==> src/hdl/pdd_pkg.sv <==
`timescale 1ns / 1ps
// ----------------------------------------------------------------------------
// pdd_pkg
// Shared types and constants of the point deduplication block.
// ----------------------------------------------------------------------------
package pdd_pkg;

	// table geometry
	localparam int TABLE_DEPTH = 256;
	localparam int ADDR_BITS   = (TABLE_DEPTH > 1) ? $clog2(TABLE_DEPTH) : 1;
	localparam int COUNT_BITS  = $clog2(TABLE_DEPTH + 1);

	// coordinate and distance arithmetic
	localparam int COORD_BITS  = 24;
	localparam int POINT_BITS  = 3 * COORD_BITS;
	localparam int SLOT_BITS   = 8;
	localparam int THRESH_BITS = 52;
	localparam int FAR_BITS    = 26;
	localparam int MAG_W       = 33;
	localparam int SQ_BITS     = 2 * FAR_BITS;
	localparam int SUM_BITS    = SQ_BITS + 2;
	localparam logic [THRESH_BITS-1:0] THRESH_RESET = THRESH_BITS'(655);

	// configuration port
	localparam int PADDR_BITS = 4;
	localparam int PDATA_BITS = 64;
	localparam logic REG_THRESH = 1'b0;

	typedef logic signed [COORD_BITS-1:0] coord_t;

	typedef struct packed {
		logic   kind;
		coord_t first_x;
		coord_t first_y;
		coord_t first_z;
		coord_t second_x;
		coord_t second_y;
		coord_t second_z;
	} item_t;

	typedef struct packed {
		coord_t                point_x;
		coord_t                point_y;
		coord_t                point_z;
		logic [SLOT_BITS-1:0]  slot;
		logic                  dropped;
		logic                  last;
	} result_t;

	// controller to datapath
	typedef struct packed {
		logic load;
		logic clear;
		logic read;
		logic emit1;
		logic emit2;
	} cmd_t;

	// datapath to controller
	typedef struct packed {
		logic scan_done;
		logic pipe_idle;
		logic add1;
		logic add2;
	} sts_t;

endpackage

==> src/hdl/pdd_ctrl.sv <==
`timescale 1ns / 1ps
// ----------------------------------------------------------------------------
// pdd_ctrl
// Sequencer: accepts an item, runs the table scan, drains, emits results.
// ----------------------------------------------------------------------------
module pdd_ctrl (
	input  logic          clk,
	input  logic          arst_n,
	input  logic          start,
	input  logic          kind,
	input  pdd_pkg::sts_t sts,
	output pdd_pkg::cmd_t cmd,
	output logic          busy
);

	localparam logic [2:0] S_IDLE  = 3'd0;
	localparam logic [2:0] S_SCAN  = 3'd1;
	localparam logic [2:0] S_DRAIN = 3'd2;
	localparam logic [2:0] S_EMIT1 = 3'd3;
	localparam logic [2:0] S_EMIT2 = 3'd4;

	logic [2:0] state_q;
	logic [2:0] state_d;

	// next state and commands
	always_comb begin
		state_d = state_q;
		cmd     = '0;
		unique case (state_q)
			S_IDLE: begin
				if (start) begin
					if (kind) begin
						cmd.clear = 1'b1;
					end else begin
						cmd.load = 1'b1;
						state_d  = S_SCAN;
					end
				end
			end
			S_SCAN: begin
				if (sts.scan_done) begin
					state_d = S_DRAIN;
				end else begin
					cmd.read = 1'b1;
				end
			end
			S_DRAIN: begin
				if (sts.pipe_idle) begin
					state_d = S_EMIT1;
				end
			end
			S_EMIT1: begin
				cmd.emit1 = sts.add1;
				state_d   = S_EMIT2;
			end
			S_EMIT2: begin
				cmd.emit2 = sts.add2;
				state_d   = S_IDLE;
			end
			default: begin
				state_d = S_IDLE;
			end
		endcase
	end

	// state register
	always_ff @(posedge clk or negedge arst_n) begin
		if (!arst_n) begin
			state_q <= S_IDLE;
		end else begin
			state_q <= state_d;
		end
	end

	assign busy = (state_q != S_IDLE);

`ifndef SYNTH
	// results go out only after the scan is complete and the pipe is empty
	a_emit_after_drain: assert property (@(posedge clk) disable iff (!arst_n)
		(state_q == S_EMIT1) |-> (sts.pipe_idle && sts.scan_done))
		else $error("emit started with scan still in flight");

	// an accepted edge always starts a scan
	a_edge_scans: assert property (@(posedge clk) disable iff (!arst_n)
		(state_q == S_IDLE && start && !kind) |=> (state_q == S_SCAN))
		else $error("edge accepted without scan");

	// second endpoint follows the first one
	a_emit_order: assert property (@(posedge clk) disable iff (!arst_n)
		(state_q == S_EMIT2) |-> ($past(state_q) == S_EMIT1))
		else $error("second endpoint emitted out of order");
`endif

endmodule

==> config.mk <==
export PLATFORM = sky130hd
export DESIGN_NAME = pdd_ctrl
export DESIGN_NICKNAME = d
export VERILOG_FILES = /design/src/hdl/pdd_pkg.sv /design/src/hdl/pdd_ctrl.sv
export SDC_FILE = /design/constraint.sdc
export NUM_CORES = 1
export LEC_CHECK = 0
export ABC_AREA = 1
export BUFFER_PORTS_ARGS = -buffer_cell sky130_fd_sc_hd__buf_4
export CELL_PAD_IN_SITES_DETAIL_PLACEMENT = 1
export CELL_PAD_IN_SITES_GLOBAL_PLACEMENT = 1
export CORE_AREA = 3 3 40 42
export DETAILED_ROUTE_END_ITERATION = 8
export DIE_AREA = 0 0 43 45
export PLACE_DENSITY = 0.49
export SLEW_MARGIN = 20
export SYNTH_ARGS = -nofsm -noshare
export SYNTH_HDL_FRONTEND = slang
export SYNTH_SLANG_ARGS = --single-unit
==> constraint.sdc <==
create_clock -name clk -period 1.01 [get_ports clk]
set_input_delay 0.101 -clock clk [delete_from_list [all_inputs] [get_ports clk]]
set_output_delay 0.101 -clock clk [all_outputs]
set_load 0.01 [all_outputs]
=== Word level (Yosys, flattened, before mapping) ===
Cells that the tools add are included.

* Reductions and logical operators: 3
* Eq/ne operators: 8
* Muxes and demuxes: 13

{| class="wikitable"
|+ Operator list
! operator !! number
|-
| $mux 3 || 4
|-
| $pmux 3 s4 || 1
|-
| $ne 2x2->1 const B || 4
|-
| $eq 3x2->1 const B || 2
|-
| $mux 1 || 6
|-
| $mux 2 || 2
|-
| $reduce_and 4->1 || 1
|-
| $eq 3x1->1 const B || 1
|-
| $eq 3x3->1 const B || 1
|-
| $logic_not 3->1 || 1
|-
| $reduce_bool 3->1 || 1
|}

* Word-level logic and storage cells: 25
* Bits of input ports: 8
* Register bits after elaboration: 3
* Output and inout bits: 6

=== Longest topological paths before layout ===
* Word-level depth: 3
* Gate-level depth with buffers: 5
* Depth with buffers taken out: 5

=== Worst setup path before layout ===
OpenSTA, ideal clock, no wires.

* Path type: register to output
* Start point: register state_q[2]
* End point: output cmd[3] (netlist bit)
* Stages on the path, launching flop included: 4
* Data required time: 0.909 ns
* Data arrival time: 0.890 ns
* Buffers on the path: 0
* Path slack: 0.019 ns
* Path through: dfrtp_1 > nor2_2 > nand2_1 > nor2_1

{| class="wikitable"
|+ RTL lines
! what !! RTL line !! source
|-
| from (decl) || pdd_ctrl.sv:22 || <nowiki>logic [2:0] state_q;</nowiki>
|-
| from (signal assigned) || pdd_ctrl.sv:71 || <nowiki>state_q <= state_d;</nowiki>
|-
| to (decl) || pdd_ctrl.sv:12 || <nowiki>output pdd_pkg::cmd_t cmd,</nowiki>
|}

==> impl_metrics.sql <==
INSERT INTO impl_metrics (metric_group, metric, value, unit) VALUES
('detailed_routing', 'ant_nets', '0', ''),
('logic_synthesis', 'yosysTopAreaCellShare', '38.46', '%'),
('power', 'fin_total_pwr', '1.230', 'mW'),
('power', 'comb_power_share', '64.2', '%'),
('timing', 'finalHoldViolCount', '0', ''),
('grt', 'grt_antenna_before_repair', '0', ''),
('cells_and_area', 'final_nets', '61', ''),
('power', 'ir_drop', '1.178', 'mV'),
('power', 'netSwitchingFraction', '40.78', '%'),
('worst_setup_path', 'critPathMaxFanout', '4', ''),
('clock_tree', 'number_of_cts_inserted_buffers', '3', ''),
('cells_and_area', 'final_util', '34.86', '%'),
('logic_synthesis', 'synth_area', '195.2', 'µm²'),
('grt', 'via_count_of_the_first_global_routing_pass', '271', ''),
('cells_and_area', 'largest_reg_flops', '3', ''),
('hold_path', 'min-delay-path-class', 'in2async', ''),
('timing', 'maxSlewHeadroom', '88.59', '%'),
('clock_tree', 'clock_sinks', '3', ''),
('grt', 'first_pass_grt_wire_length', '1035', 'µm'),
('cells_and_area', 'final-seq-area', '76.32', 'µm²'),
('worst_setup_path', 'critPathKind', 'reg2out', ''),
('timing', 'period_minus_slack', '1.226', 'ns'),
('detailed_routing', 'route.detailed.drc', '0', ''),
('die', 'die_width', '43', 'µm'),
('timing', 'maxSlewViolCount', '0', ''),
('timing', 'timing.final.setup_violations', '8', ''),
('die', 'die_h', '45', 'µm'),
('placed_design', 'gp_congestion', '0.6391', ''),
('worst_setup_path', 'slowest_stage', 'sky130_fd_sc_hd__dfrtp_2', ''),
('clock_tree', 'cts-htree-levels', '1', ''),
('timing', 'period_share', '121.4', '%'),
('cells_and_area', 'total_area_of_multi_input_combinational_cells', '140.1', 'µm²'),
('logic_synthesis', 'synth.distinct_cells', '12', ''),
('detailed_routing', 'viasPerCell', '4.030', ''),
('logic_synthesis', 'post_synth_inst_count', '29', ''),
('logic_synthesis', 'yosysWarningCount', '0', ''),
('flow_run', 'timing.max_cap.violations', '0', ''),
('detailed_routing', 'dr.pass1.iters', '1', ''),
('placed_design', 'setup_ws_pre_cts', '-0.04934', 'ns'),
('logic_synthesis', 'yosysSeqAreaShare', '38.46', '%'),
('logic_synthesis', 'synth_top_area_cell', 'sky130_fd_sc_hd__dfrtp_1', ''),
('power', 'leakage', '0.2323', 'nW'),
('die', 'num_io_pins', '14', ''),
('worst_setup_path', 'critical_path.max_stage_delay', '0.44', 'ns'),
('worst_setup_path', 'cp.arrival', '1.12', 'ns'),
('placed_design', 'dpl_hpwl', '462.4', 'µm'),
('worst_setup_path', 'worstPathCellList', 'nor2_4 > nand2_4 > nor2_4 > buf_6', ''),
('die', 'fp-row-count', '13', ''),
('status', 'status', 'finished, violations left', ''),
('status', 'violations_in_the_final_reports', 'setup timing', ''),
('die', 'initial_utilization', '15.19', '%'),
('placed_design', 'port_buffers', '13', ''),
('placed_design', 'detailed_place.area', '319.1', 'µm²'),
('power', 'power_density', '2747', 'mW/mm²'),
('worst_setup_path', 'path_common_cell', 'sky130_fd_sc_hd__nor2_4', ''),
('detailed_routing', 'routed_wirelength', '650', 'µm'),
('logic_synthesis', 'synth.net_count', '37', ''),
('detailed_routing', 'via_total_after_detailed_routing', '270', ''),
('grt', 'grt_start_max_net_pins', '6', ''),
('logic_synthesis', 'postSynthRegisterBits', '3', ''),
('cells_and_area', 'drive_above_1_share', '63.46', '%'),
('timing', 'final.setup.worst_slack', '-0.2158', 'ns'),
('clock_tree', 'cts-root-to-sink-buffers', '2', ''),
('logic_synthesis', 'postSynthAreaPerCell', '6.731', 'µm²'),
('grt', 'overflow', '0', ''),
('power', 'power_frac_seq', '18.8', '%'),
('detailed_routing', 'drt-wirelength-per-cell', '9.701', 'µm'),
('clock_tree', 'clock_insertion_delay_worst_skew', '0.23', 'ns'),
('timing', 'timing.clock.skew', '0.003373', 'ns'),
('cells_and_area', 'antennaDiodeCount', '0', ''),
('grt', 'groute.usage.overall', '7.506', '%');
==> power by group through the flow <==
stage	logic (mW)	clock network (mW)	registers [mW]
after floorplan	0.256	0	0.210
after global placement	0.446	0	0.211
after detailed placement	0.454	0	0.215
after CTS	0.584	0.220	0.225
after global routing	0.873	0.234	0.235
final	0.790	0.208	0.232
==> cells by family after synthesis <==
kind of cell / Yosys count / synth area share (%)
AOI/OAI and AO/OA: 1 / 2.562
buffers and inverters: 7 / 13.46
DFF: 3 / 38.46
and+or+nand+nor: 18 / 45.52
==> worst max-delay path: cells and delay by family, from the launching register on <==
family / cells / cell delay, ns
flops: 1 / 0.44
simple gates: 3 / 0.36
buf+inv: 1 / 0.10
==> layer usage <==
layer  track usage (%)  share of wire, %  up-vias
met2             13.17                57        8
met3             2.789               7.1        0
met1             6.538                36      126
li1                  -                 -      136
met5                 0                 0        -
met4             7.229                 0        0
==> timing repair <==
action	CTS	global route
setup buffers	3	1
hold endpoints to repair	3	0
setup endpoints to repair	6	8
gates resized for setup	4	13
hold buffers	1	0
pin swaps	1	5
==> final timing paths <==
check                                start    endpoint  slack (ns)  cells past startpoint
max in group asynchronous           arst_n  state_q[0]        0.72                      2
worst min-delay path                arst_n  state_q[0]        0.19                      2
worst min register to register  state_q[2]  state_q[2]        0.53                      1
min in group clk                    sts[2]  state_q[0]        0.23                      5
worst max register to register  state_q[0]  state_q[0]       -0.12                      6
worst max-delay path            state_q[0]      cmd[3]       -0.22                      4
==> layout by cell type (no fill, tap or decap), drive strengths merged, types with 2 or more instances in the layout <==
master	instances
buf	18
clkbuf	4
dfrtp	3
inv	7
nand2	7
nand3	3
nand4	2
nor2	3
nor3	2
==> area by class of cell <==
cell class / instances / area share, %
multi-input cells: 19 / 31.28
repair buffers: 19 / 35.75
flip-flops and latches: 3 / 17.04
inverters: 7 / 5.866
well taps: 15 / 4.190
clock buffers: 4 / 5.866
==> metrics by stage <==
stage | instances | hold slack, ns
after floorplan | 29 | -0.1946
final | 67 | 0.1920
after global placement | 58 | -0.1103
after detailed placement | 58 | -0.1088
after global routing | 67 | 0.2038
after CTS | 66 | 0.1831
==> synth_stat cells (all sizes together) <==
cell,instances
dfrtp,3
and2,1
inv,7
nor3,2
nand2,7
nand3,3
a21oi,1
nor2,3
nand4,2
Note: power is estimated with default switching activity, not from simulation.
